==> src/design/nss_pkg.sv <==
// Package for the nitrogen sensor scaling block: widths, register codes,
// scaling constants and the types shared by the lane, pressure and merge modules.
`timescale 1ns / 1ps

package nss_pkg;

	// Channel count. Five channels are carried on the ports; the active count
	// is limited to 1..PHYS_CHANNELS.
	localparam int PHYS_CHANNELS = 5;
	localparam int NUM_CHANNELS  = 5;
	localparam int NUM_ACTIVE    = (NUM_CHANNELS < 1) ? 1 :
		((NUM_CHANNELS > PHYS_CHANNELS) ? PHYS_CHANNELS : NUM_CHANNELS);

	// Field widths.
	localparam int RAW_W      = 16;
	localparam int CONC_W     = 10;
	localparam int TANK_W     = 14;
	localparam int MAIN_W     = 9;
	localparam int CFG_IDX_W  = 3;
	localparam int CFG_DATA_W = 2;

	typedef logic [RAW_W-1:0]         raw_t;
	typedef logic [CONC_W-1:0]        conc_t;
	typedef logic signed [TANK_W-1:0] tank_t;
	typedef logic signed [MAIN_W-1:0] main_t;
	typedef logic [CFG_IDX_W-1:0]     cfg_idx_t;
	typedef logic [CFG_DATA_W-1:0]    cfg_data_t;

	// Raw value minus its offset, signed, one bit wider than the raw field.
	localparam int DIFF_W = RAW_W + 1;
	typedef logic signed [DIFF_W-1:0] diff_t;

	// Register indexes.
	localparam cfg_idx_t CFG_DEVICE_MODEL      = cfg_idx_t'(0);
	localparam int       CFG_CHANNEL_TYPE_BASE = 1;

	// Register codes.
	localparam cfg_data_t CT_INVERTED  = cfg_data_t'(1);
	localparam cfg_data_t CT_DIRECT    = cfg_data_t'(2);
	localparam cfg_data_t DM_MAIN_ONLY = cfg_data_t'(3);

	localparam int    RAW_OFFSET   = 10000;
	localparam diff_t RAW_OFFSET_D = diff_t'(RAW_OFFSET);
	localparam int    CONC_FULL    = 1000;

	// Shared reciprocal of five: floor(y / 5) = (y * RECIP5) >> RECIP5_SHIFT,
	// exact for y below 2**14.
	localparam int RECIP5_SHIFT = 16;
	localparam int RECIP5_W     = 17;
	localparam logic [RECIP5_W-1:0] RECIP5 =
		RECIP5_W'(((64'd1 << RECIP5_SHIFT) + 64'd4) / 64'd5);

	// Inverted type: d * 52 / 10000 = d * 13 / 2500. The factor 13 is folded
	// into the reciprocal of 2500 so that a single constant product remains.
	localparam int INV_NUM   = 13;
	localparam int INV_DEN   = 2500;
	localparam int INV_SHIFT = 32;
	localparam longint unsigned INV_MUL_VAL = longint'(INV_NUM) *
		(((64'd1 << INV_SHIFT) + longint'(INV_DEN) - 64'd1) / longint'(INV_DEN));
	localparam int INV_MUL_W  = $clog2(INV_MUL_VAL + 1);
	localparam int INV_PROD_W = RAW_W + INV_MUL_W;
	localparam int INV_T_W    = INV_PROD_W - INV_SHIFT;
	localparam logic [INV_MUL_W-1:0] INV_MUL = INV_MUL_W'(INV_MUL_VAL);
	localparam int INV_CLAMP  = 500;

	// Direct type: d / 40 = (d >> 3) / 5.
	localparam int DIRECT_DIV   = 40;
	localparam int DIRECT_SHIFT = 3;
	localparam int DIR_Y_W      = RAW_W - DIRECT_SHIFT;
	localparam int DIR_PROD_W   = DIR_Y_W + RECIP5_W;

	// Tank pressure: (raw - 30000) / 4, clamped to +-5000.
	localparam int TANK_DIFF_W = RAW_W + 2;
	typedef logic signed [TANK_DIFF_W-1:0] tank_diff_t;
	localparam tank_diff_t TANK_BIAS  = tank_diff_t'(RAW_OFFSET + 20000);
	localparam int         TANK_SHIFT = 2;
	localparam tank_diff_t TANK_ROUND = tank_diff_t'((1 << TANK_SHIFT) - 1);
	localparam tank_diff_t TANK_MAX   = tank_diff_t'(5000);
	localparam tank_diff_t TANK_MIN   = -tank_diff_t'(5000);

	// Main pressure: d / 320 = (|d| >> 6) / 5 with the sign restored.
	localparam int MAIN_SHIFT  = 6;
	localparam int MAIN_Y_W    = RAW_W - MAIN_SHIFT;
	localparam int MAIN_PROD_W = MAIN_Y_W + RECIP5_W;

	// Average: sum / NUM_ACTIVE through a reciprocal, exact for sums of up to
	// five ten-bit values.
	localparam int SUM_W      = $clog2(PHYS_CHANNELS * ((1 << CONC_W) - 1) + 1);
	localparam int AVG_SHIFT  = 16;
	localparam int AVG_MUL_W  = AVG_SHIFT + 1;
	localparam logic [AVG_MUL_W-1:0] AVG_MUL = AVG_MUL_W'(
		((64'd1 << AVG_SHIFT) + longint'(NUM_ACTIVE) - 64'd1) / longint'(NUM_ACTIVE));
	localparam int AVG_PROD_W = SUM_W + AVG_MUL_W;

	// Which stored values a transfer updates.
	typedef struct packed {
		logic load_conc;
		logic load_tank;
		logic load_main;
	} upd_ctrl_t;

endpackage

==> src/design/nss_lane.sv <==
// One concentration lane: scales the raw value by the channel type and holds
// the stored concentration. Depends on nss_pkg.
`timescale 1ns / 1ps

module nss_lane (
	input  logic              clk,
	input  logic              arst_n,
	input  logic              load,
	input  nss_pkg::cfg_data_t ctype,
	input  nss_pkg::raw_t     raw,
	output nss_pkg::conc_t    conc
);

	nss_pkg::diff_t                       d;
	logic [nss_pkg::RAW_W-1:0]            d_low;
	logic [nss_pkg::INV_PROD_W-1:0]       inv_prod;
	logic [nss_pkg::INV_T_W-1:0]          inv_t;
	logic [nss_pkg::INV_T_W-1:0]          inv_clamped;
	nss_pkg::conc_t                       inv_conc;
	logic [nss_pkg::DIR_PROD_W-1:0]       dir_prod;
	logic [nss_pkg::DIR_PROD_W-nss_pkg::RECIP5_SHIFT-1:0] dir_q;
	nss_pkg::conc_t                       dir_conc;
	nss_pkg::conc_t                       conc_nxt;
	nss_pkg::conc_t                       conc_q;

	assign d     = nss_pkg::diff_t'({1'b0, raw}) - nss_pkg::RAW_OFFSET_D;
	assign d_low = d[nss_pkg::RAW_W-1:0];

	// Inverted type: 1000 minus the scaled offset value, the scaled value held
	// to 0..500.
	assign inv_prod = nss_pkg::INV_PROD_W'(d_low) * nss_pkg::INV_PROD_W'(nss_pkg::INV_MUL);
	assign inv_t    = inv_prod[nss_pkg::INV_PROD_W-1:nss_pkg::INV_SHIFT];

	always_comb begin
		if (d <= nss_pkg::diff_t'(0)) begin
			inv_clamped = '0;
		end else if (inv_t > nss_pkg::INV_CLAMP) begin
			inv_clamped = nss_pkg::INV_T_W'(nss_pkg::INV_CLAMP);
		end else begin
			inv_clamped = inv_t;
		end
		inv_conc = nss_pkg::conc_t'(nss_pkg::CONC_FULL - int'(inv_clamped));
	end

	// Direct type: the offset value over 40. A quotient below zero, or one
	// above full scale, reads as full scale; small negatives truncate to zero.
	assign dir_prod = nss_pkg::DIR_PROD_W'(d_low[nss_pkg::RAW_W-1:nss_pkg::DIRECT_SHIFT]) *
		nss_pkg::DIR_PROD_W'(nss_pkg::RECIP5);
	assign dir_q = dir_prod[nss_pkg::DIR_PROD_W-1:nss_pkg::RECIP5_SHIFT];

	always_comb begin
		if (d <= -nss_pkg::diff_t'(nss_pkg::DIRECT_DIV)) begin
			dir_conc = nss_pkg::conc_t'(nss_pkg::CONC_FULL);
		end else if (d < nss_pkg::diff_t'(0)) begin
			dir_conc = '0;
		end else if (dir_q > nss_pkg::CONC_FULL) begin
			dir_conc = nss_pkg::conc_t'(nss_pkg::CONC_FULL);
		end else begin
			dir_conc = nss_pkg::conc_t'(dir_q);
		end
	end

	always_comb begin
		case (ctype)
			nss_pkg::CT_INVERTED: conc_nxt = inv_conc;
			nss_pkg::CT_DIRECT:   conc_nxt = dir_conc;
			default:              conc_nxt = conc_q;
		endcase
	end

	always_ff @(posedge clk or negedge arst_n) begin
		if (!arst_n) begin
			conc_q <= '0;
		end else if (load) begin
			conc_q <= conc_nxt;
		end
	end

	assign conc = conc_q;

endmodule

==> src/design/nss_press.sv <==
// Tank and main pipe pressure scaling with their stored values.
// Depends on nss_pkg.
`timescale 1ns / 1ps

module nss_press (
	input  logic               clk,
	input  logic               arst_n,
	input  nss_pkg::upd_ctrl_t upd,
	input  nss_pkg::raw_t      raw_tank,
	input  nss_pkg::raw_t      raw_main,
	output nss_pkg::tank_t     tank,
	output nss_pkg::main_t     main
);

	nss_pkg::tank_diff_t               tv;
	nss_pkg::tank_diff_t               tq;
	nss_pkg::tank_t                    tank_nxt;
	nss_pkg::tank_t                    tank_q;
	nss_pkg::diff_t                    md;
	logic                              m_neg;
	logic [nss_pkg::RAW_W-1:0]         m_mag;
	logic [nss_pkg::MAIN_PROD_W-1:0]   m_prod;
	nss_pkg::main_t                    m_quot;
	nss_pkg::main_t                    main_nxt;
	nss_pkg::main_t                    main_q;

	// Quotient by four truncated toward zero, then held to +-5000.
	assign tv = nss_pkg::tank_diff_t'({2'b00, raw_tank}) - nss_pkg::TANK_BIAS;

	always_comb begin
		if (tv < nss_pkg::tank_diff_t'(0)) begin
			tq = (tv + nss_pkg::TANK_ROUND) >>> nss_pkg::TANK_SHIFT;
		end else begin
			tq = tv >>> nss_pkg::TANK_SHIFT;
		end
		if (tq > nss_pkg::TANK_MAX) begin
			tank_nxt = nss_pkg::tank_t'(nss_pkg::TANK_MAX);
		end else if (tq < nss_pkg::TANK_MIN) begin
			tank_nxt = nss_pkg::tank_t'(nss_pkg::TANK_MIN);
		end else begin
			tank_nxt = nss_pkg::tank_t'(tq);
		end
	end

	// The main pressure quotient is formed on the magnitude and the sign put
	// back, which gives truncation toward zero.
	assign md    = nss_pkg::diff_t'({1'b0, raw_main}) - nss_pkg::RAW_OFFSET_D;
	assign m_neg = md < nss_pkg::diff_t'(0);
	assign m_mag = m_neg ? nss_pkg::RAW_W'(-md) : nss_pkg::RAW_W'(md);
	assign m_prod = nss_pkg::MAIN_PROD_W'(m_mag[nss_pkg::RAW_W-1:nss_pkg::MAIN_SHIFT]) *
		nss_pkg::MAIN_PROD_W'(nss_pkg::RECIP5);
	assign m_quot = nss_pkg::main_t'(m_prod[nss_pkg::MAIN_PROD_W-1:nss_pkg::RECIP5_SHIFT]);
	assign main_nxt = m_neg ? -m_quot : m_quot;

	always_ff @(posedge clk or negedge arst_n) begin
		if (!arst_n) begin
			tank_q <= '0;
			main_q <= '0;
		end else begin
			if (upd.load_tank) begin
				tank_q <= tank_nxt;
			end
			if (upd.load_main) begin
				main_q <= main_nxt;
			end
		end
	end

	assign tank = tank_q;
	assign main = main_q;

endmodule

==> src/design/nss_merge.sv <==
// Merge stage: average and minimum over the active lanes, and the result
// register that holds a finished result until it is taken. Depends on nss_pkg.
`timescale 1ns / 1ps

module nss_merge (
	input  logic           clk,
	input  logic           capture,
	input  nss_pkg::conc_t conc [nss_pkg::PHYS_CHANNELS],
	input  nss_pkg::tank_t tank,
	input  nss_pkg::main_t main,
	output nss_pkg::conc_t out_conc [nss_pkg::PHYS_CHANNELS],
	output nss_pkg::conc_t out_average,
	output nss_pkg::conc_t out_minimum,
	output nss_pkg::tank_t out_tank,
	output nss_pkg::main_t out_main
);

	logic [nss_pkg::SUM_W-1:0]      sum;
	nss_pkg::conc_t                 mn;
	logic [nss_pkg::AVG_PROD_W-1:0] avg_prod;
	nss_pkg::conc_t                 avg;
	nss_pkg::conc_t                 conc_q [nss_pkg::PHYS_CHANNELS];
	nss_pkg::conc_t                 average_q;
	nss_pkg::conc_t                 minimum_q;
	nss_pkg::tank_t                 tank_q;
	nss_pkg::main_t                 main_q;

	always_comb begin
		sum = '0;
		mn  = conc[0];
		for (int i = 0; i < nss_pkg::NUM_ACTIVE; i++) begin
			sum = sum + nss_pkg::SUM_W'(conc[i]);
			if (conc[i] < mn) begin
				mn = conc[i];
			end
		end
	end

	assign avg_prod = nss_pkg::AVG_PROD_W'(sum) * nss_pkg::AVG_PROD_W'(nss_pkg::AVG_MUL);
	assign avg      = nss_pkg::conc_t'(avg_prod >> nss_pkg::AVG_SHIFT);

	always_ff @(posedge clk) begin
		if (capture) begin
			conc_q    <= conc;
			average_q <= avg;
			minimum_q <= mn;
			tank_q    <= tank;
			main_q    <= main;
		end
	end

	assign out_conc    = conc_q;
	assign out_average = average_q;
	assign out_minimum = minimum_q;
	assign out_tank    = tank_q;
	assign out_main    = main_q;

endmodule

==> src/design/nitrogen_sensor_scaling.sv <==
// Nitrogen sensor scaling: an input transfer updates the stored values, which stage
// one marks; the merge stage with its averaging multiplier then loads them into the
// result register. One sample is taken in every cycle while the result register is
// free or is being emptied. arst_n low clears the stored values, the configuration
// registers and both valid flags; the result register itself has no reset.
`timescale 1ns / 1ps

// Each polled sample set is scaled by five concentration lanes working side by
// side, one per channel, while the pressure unit rescales the tank or the main
// pipe pressure. The lanes and the pressure unit hold the stored values, so a
// sample updates them at its input transfer. When stage one then advances, the merge
// stage forms the average and the minimum over the active lanes and loads the
// result register together with a copy of every stored value.
//
// Stage one is marked only by valid_s1: its payload is the stored state itself.
// That is why a new sample is refused while stage one is full and cannot move
// on: taking it would change the state before its result has been captured.
// While the result register is free or is being emptied, samples flow at one
// per cycle even with a result waiting at the output.
//
// Configuration writes are registered. A write to an index beyond the
// register list is ignored.

module nitrogen_sensor_scaling (
	input  logic                clk,
	input  logic                arst_n,

	input  logic                cfg_we,
	input  nss_pkg::cfg_idx_t   cfg_index,
	input  nss_pkg::cfg_data_t  cfg_data,

	input  logic                in_valid,
	output logic                in_ready,
	input  logic                update_enable,
	input  nss_pkg::raw_t       raw_ch0,
	input  nss_pkg::raw_t       raw_ch1,
	input  nss_pkg::raw_t       raw_ch2,
	input  nss_pkg::raw_t       raw_ch3,
	input  nss_pkg::raw_t       raw_ch4,
	input  nss_pkg::raw_t       raw_tank_pressure,
	input  nss_pkg::raw_t       raw_main_pressure,

	output logic                out_valid,
	input  logic                out_ready,
	output nss_pkg::conc_t      conc_0,
	output nss_pkg::conc_t      conc_1,
	output nss_pkg::conc_t      conc_2,
	output nss_pkg::conc_t      conc_3,
	output nss_pkg::conc_t      conc_4,
	output nss_pkg::conc_t      conc_average,
	output nss_pkg::conc_t      conc_minimum,
	output nss_pkg::tank_t      tank_pressure,
	output nss_pkg::main_t      main_pressure
);

	nss_pkg::cfg_data_t  device_model_q;
	nss_pkg::cfg_data_t  ctype_q [nss_pkg::PHYS_CHANNELS];
	nss_pkg::raw_t       raw_ch [nss_pkg::PHYS_CHANNELS];
	nss_pkg::conc_t      conc_store [nss_pkg::PHYS_CHANNELS];
	nss_pkg::conc_t      out_conc [nss_pkg::PHYS_CHANNELS];
	nss_pkg::tank_t      tank_store;
	nss_pkg::main_t      main_store;
	nss_pkg::upd_ctrl_t  upd;
	logic                in_xfer;
	logic                advance;
	logic                valid_s1;
	logic                out_valid_q;

	// Configuration registers.
	always_ff @(posedge clk or negedge arst_n) begin
		if (!arst_n) begin
			device_model_q <= '0;
			for (int i = 0; i < nss_pkg::PHYS_CHANNELS; i++) begin
				ctype_q[i] <= '0;
			end
		end else if (cfg_we) begin
			if (cfg_index == nss_pkg::CFG_DEVICE_MODEL) begin
				device_model_q <= cfg_data;
			end
			for (int i = 0; i < nss_pkg::PHYS_CHANNELS; i++) begin
				if (cfg_index == nss_pkg::cfg_idx_t'(nss_pkg::CFG_CHANNEL_TYPE_BASE + i)) begin
					ctype_q[i] <= cfg_data;
				end
			end
		end
	end

	// Handshake. The result register can take stage one when it is empty or
	// its result is taken in this cycle.
	assign advance  = !out_valid_q || out_ready;
	assign in_ready = !valid_s1 || advance;
	assign in_xfer  = in_valid && in_ready;

	always_ff @(posedge clk or negedge arst_n) begin
		if (!arst_n) begin
			valid_s1    <= 1'b0;
			out_valid_q <= 1'b0;
		end else begin
			if (in_xfer) begin
				valid_s1 <= 1'b1;
			end else if (advance) begin
				valid_s1 <= 1'b0;
			end
			if (valid_s1) begin
				out_valid_q <= 1'b1;
			end else if (out_ready) begin
				out_valid_q <= 1'b0;
			end
		end
	end

	assign out_valid = out_valid_q;

	// A sample with updates enabled rescales either the concentrations and the
	// tank pressure, or, in a nitrogen room installation, the main pressure.
	always_comb begin
		upd.load_conc = in_xfer && update_enable && (device_model_q != nss_pkg::DM_MAIN_ONLY);
		upd.load_tank = upd.load_conc;
		upd.load_main = in_xfer && update_enable && (device_model_q == nss_pkg::DM_MAIN_ONLY);
	end

	assign raw_ch[0] = raw_ch0;
	assign raw_ch[1] = raw_ch1;
	assign raw_ch[2] = raw_ch2;
	assign raw_ch[3] = raw_ch3;
	assign raw_ch[4] = raw_ch4;

	// Lanes at or above the active count are never updated and read as zero.
	for (genvar g = 0; g < nss_pkg::PHYS_CHANNELS; g++) begin : g_lane
		if (g < nss_pkg::NUM_ACTIVE) begin : g_active
			nss_lane u_lane (
				.clk    (clk),
				.arst_n (arst_n),
				.load   (upd.load_conc),
				.ctype  (ctype_q[g]),
				.raw    (raw_ch[g]),
				.conc   (conc_store[g])
			);
		end else begin : g_idle
			assign conc_store[g] = '0;
		end
	end

	nss_press u_press (
		.clk      (clk),
		.arst_n   (arst_n),
		.upd      (upd),
		.raw_tank (raw_tank_pressure),
		.raw_main (raw_main_pressure),
		.tank     (tank_store),
		.main     (main_store)
	);

	nss_merge u_merge (
		.clk         (clk),
		.capture     (valid_s1 && advance),
		.conc        (conc_store),
		.tank        (tank_store),
		.main        (main_store),
		.out_conc    (out_conc),
		.out_average (conc_average),
		.out_minimum (conc_minimum),
		.out_tank    (tank_pressure),
		.out_main    (main_pressure)
	);

	assign conc_0 = out_conc[0];
	assign conc_1 = out_conc[1];
	assign conc_2 = out_conc[2];
	assign conc_3 = out_conc[3];
	assign conc_4 = out_conc[4];

endmodule

==> config.mk <==
export PLATFORM = sky130hd
export DESIGN_NAME = nitrogen_sensor_scaling
export DESIGN_NICKNAME = d
export VERILOG_FILES = /design/src/design/nss_pkg.sv /design/src/design/nss_lane.sv /design/src/design/nss_press.sv /design/src/design/nss_merge.sv /design/src/design/nitrogen_sensor_scaling.sv
export SDC_FILE = /design/constraint.sdc
export NUM_CORES = 2
export LEC_CHECK = 0
export ABC_AREA = 1
export BUFFER_PORTS_ARGS = -buffer_cell sky130_fd_sc_hd__buf_2
export CAP_MARGIN = 0
export CORE_MARGIN = 8
export CORE_UTILIZATION = 70
export CTS_CLUSTER_DIAMETER = 120
export CTS_CLUSTER_SIZE = 10
export DETAILED_ROUTE_END_ITERATION = 12
export PLACE_DENSITY = 0.88
export SYNTH_ARGS = -nofsm -noshare
export SYNTH_HDL_FRONTEND = slang
export SYNTH_SLANG_ARGS = --single-unit
==> constraint.sdc <==
create_clock -name clk -period 13.3 [get_ports clk]
set_clock_uncertainty 0.1 [all_clocks]
set_input_delay 3.325 -clock clk [delete_from_list [all_inputs] [get_ports clk]]
set_output_delay 3.325 -clock clk [all_outputs]
set_load 0.01 [all_outputs]
==> flow_metrics.py <==
metrics = {
    "clock_tree": {
        "insertion_delay_ns": 0.47,
        "htreeDepth": 4,
        "cts_buffers": 17,
        "cts_tree": "done",
        "ctsResizeCount": 0,
        "clk_pin_slew_ns": 0.08,
        "clock-root-buffer": "clkbuf_16",
        "post_cts_buffers": 0,
        "cts_max_path_buffers": 2,
        "hold_buffers": 0,
        "clock_sinks": 180,
    },
    "placed_design": {
        "dpl_cell_area_um2": 68500,
        "routabilityCongestion": 1.01,
        "dp_hpwl_um": 163000,
        "portBuffers": 217,
    },
    "global_routing": {
        "grt_pass1_wl_um": 295000,
        "grt_overflow": 0,
        "grt_max_degree": 72,
        "grt_usage": 0.353,
        "grt_pass1_vias": 58700,
        "antenna_found_initial": 9,
    },
    "route": {
        "avgRoutedWirePerCell_um": 18.7,
        "wirelength_um": 184000,
        "drtAntennaViolNets": 0,
        "remaining_drc_errors": 0,
        "firstDrtPassIters": 8,
        "drt_iter0_drc": 4040,
        "viasPerCell": 5.72,
        "vias": 56100,
    },
    "timing": {
        "tns_ns": 0,
        "drv_slew": 0,
        "rsz0062_at_grt": "no",
        "tightest_slew_ns": 0.973,
        "finalCriticalPeriod_ns": 11.63,
        "finalSetupViolCount": 0,
        "hold_violations": 0,
        "fmax_mhz": 86.0,
        "relSlewSlack": 0.351,
        "whs_ns": 0.338,
        "min_period_over_period": 0.874,
    },
    "setup_path": {
        "start_kind": "input port",
        "cp-end-kind": "register",
        "criticalPathCategory": "input port to register",
        "cp_data_required_time_ns": 13.57,
        "r2r-start": "g_lane[0].g_active.u_lane.conc[1]",
        "critPathMaxStageDelay_ns": 0.52,
        "cpMostUsedCell": "nand2_1",
        "cp.arrival_ns": 11.90,
        "crit_start": "raw_ch2[4]",
        "path_max_fanout": 8,
        "cp_slowest_cell": "fa_1",
    },
    "synth": {
        "synth_top_cell_area_share": 0.287,
        "synthCells": 8298,
        "synth_top_area_cell": "ha_1",
        "yosys_warnings": 0,
        "yosys-top-cells-count": "inv_1, nand2_1, ha_1",
        "synth_ff_type": "edfxtp_1",
        "synth_area_leaders": "ha_1, fa_1, inv_1",
        "synth_cell_types": 62,
        "synth_area_um2": 65700,
        "seq_area_frac_synth": 0.0756,
        "post_synth.cell_area_avg_um2": 7.92,
        "synth_edf_count": 93,
        "synthesis.nets": 10800,
        "yosysMostFrequentCell": "inv_1",
        "ys_seq_elements": 180,
        "synthArstFlopShare": 0.483,
    },
    "finish": {
        "fin_area_um2": 69100,
        "area_growth_pct": 5.13,
        "utilization": 0.741,
        "drive_above_1_share": 0.0434,
        "nets": 11000,
    },
    "floorplan": {
        "ioPinCount": 218,
        "rows": 112,
        "die_h_um": 322,
        "start_util": 0.705,
        "core-area_um2": 93200,
        "dieArea_um2": 104000,
        "die_x_um": 322,
    },
    "worst_hold_path": {
        "hold_start": "u_press.tank[7]",
        "hold_class": "register to register",
    },
    "job": {
        "cap_violations": 0,
    },
    "run_status": {
        "status": "finished clean",
    },
}
critical path: cells and delay by family:
family	cells	cell delay, ns
XOR/XNOR	1	0.46
AO/OA/AOI/OAI	2	0.46
adder cells (fa/ha/maj)	9	3.50
buffers and inverters	11	1.06
AND/OR/NAND/NOR	25	3.07
kinds of logic (layout without fill, tap and decap cells):
family	after synthesis	count (layout)	synth area share
AOI/OAI and AO/OA	877	877	0.0749
other	0	5	0
DFF	180	180	0.0756
adders and majority gates	2331	2331	0.538
and+or+nand+nor	2703	2703	0.171
buffers and inverters	2032	2285	0.116
xor gates and xnor gates	175	175	0.0246
state kept, by name, indices dropped and copies added (netlist names):
register	cells
ctype_q	10
device_model_q	2
g_lane.g_active.u_lane.conc	50
out_valid	1
u_merge.out_average	10
u_merge.out_conc	50
u_merge.out_main	9
u_merge.out_minimum	10
u_merge.out_tank	14
u_press.main	9
u_press.tank	14
valid_s1	1
per-stage QoR:
stage	setup slack, ns	cells
2_1_floorplan	2.53	8298
3_3_place_gp	1.57	9773
3_5_place_dp	1.35	9773
4_1_cts	1.80	9805
5_1_grt	0.947	9808
6_report	1.67	9810
layer usage:
layer  up-vias  track usage  share of wire
met5         -            0              0
met4         0        0.169          0.058
met3       646       0.0544          0.072
met2      2257        0.610           0.48
met1     26600        0.430           0.39
li1      26600            -              -
path summary, 6_finish.rpt:
kind                                                     end  slack (ns)  cells past startpoint
min                                      u_merge.out_tank[7]        0.34                      0
max                        g_lane[2].g_active.u_lane.conc[6]        1.67                     48
max in group asynchronous  g_lane[0].g_active.u_lane.conc[5]        9.27                      2
min reg2reg                              u_merge.out_tank[7]        0.34                      0
min in group asynchronous                          out_valid        2.66                      1
max reg2reg                           u_merge.out_average[7]        3.96                     40
cell type report:
cell class,instances,area (um^2)
multi-input combinational,6086,53100
fill,7172,24100
inverter,2015,7560
sequential,180,4970
tap,1254,1570
timing repair buffer,238,1250
clock buffer,18,429
clock inverter,14,186
antenna,5,12.5
cell usage in the layout (no fill, tap or decap), types with 18 or more instances in the layout:
cell / synthesis / layout
nor3_1: 89 / 89
nor4_1: 20 / 20
a21oi_1: 412 / 411
nand4_1: 82 / 82
a21boi_0: 18 / 18
ha_1: 1506 / 1506
buf_4: 2 / 22
buf_2: 8 / 216
xnor2_1: 42 / 42
edfxtp_1: 93 / 93
or2_2: 50 / 50
xor2_1: 125 / 125
a21o_1: 33 / 33
nor2_1: 566 / 566
fa_1: 825 / 825
o21ai_0: 257 / 257
dfrtp_1: 87 / 87
o21bai_1: 50 / 50
inv_1: 1998 / 1998
nand3b_1: 21 / 21
a31oi_1: 19 / 19
nand3_1: 293 / 293
nand2_1: 1548 / 1548
Power is not shown: default switching activity piles up to over one toggle a cycle in this logic, so the estimate is an artifact.
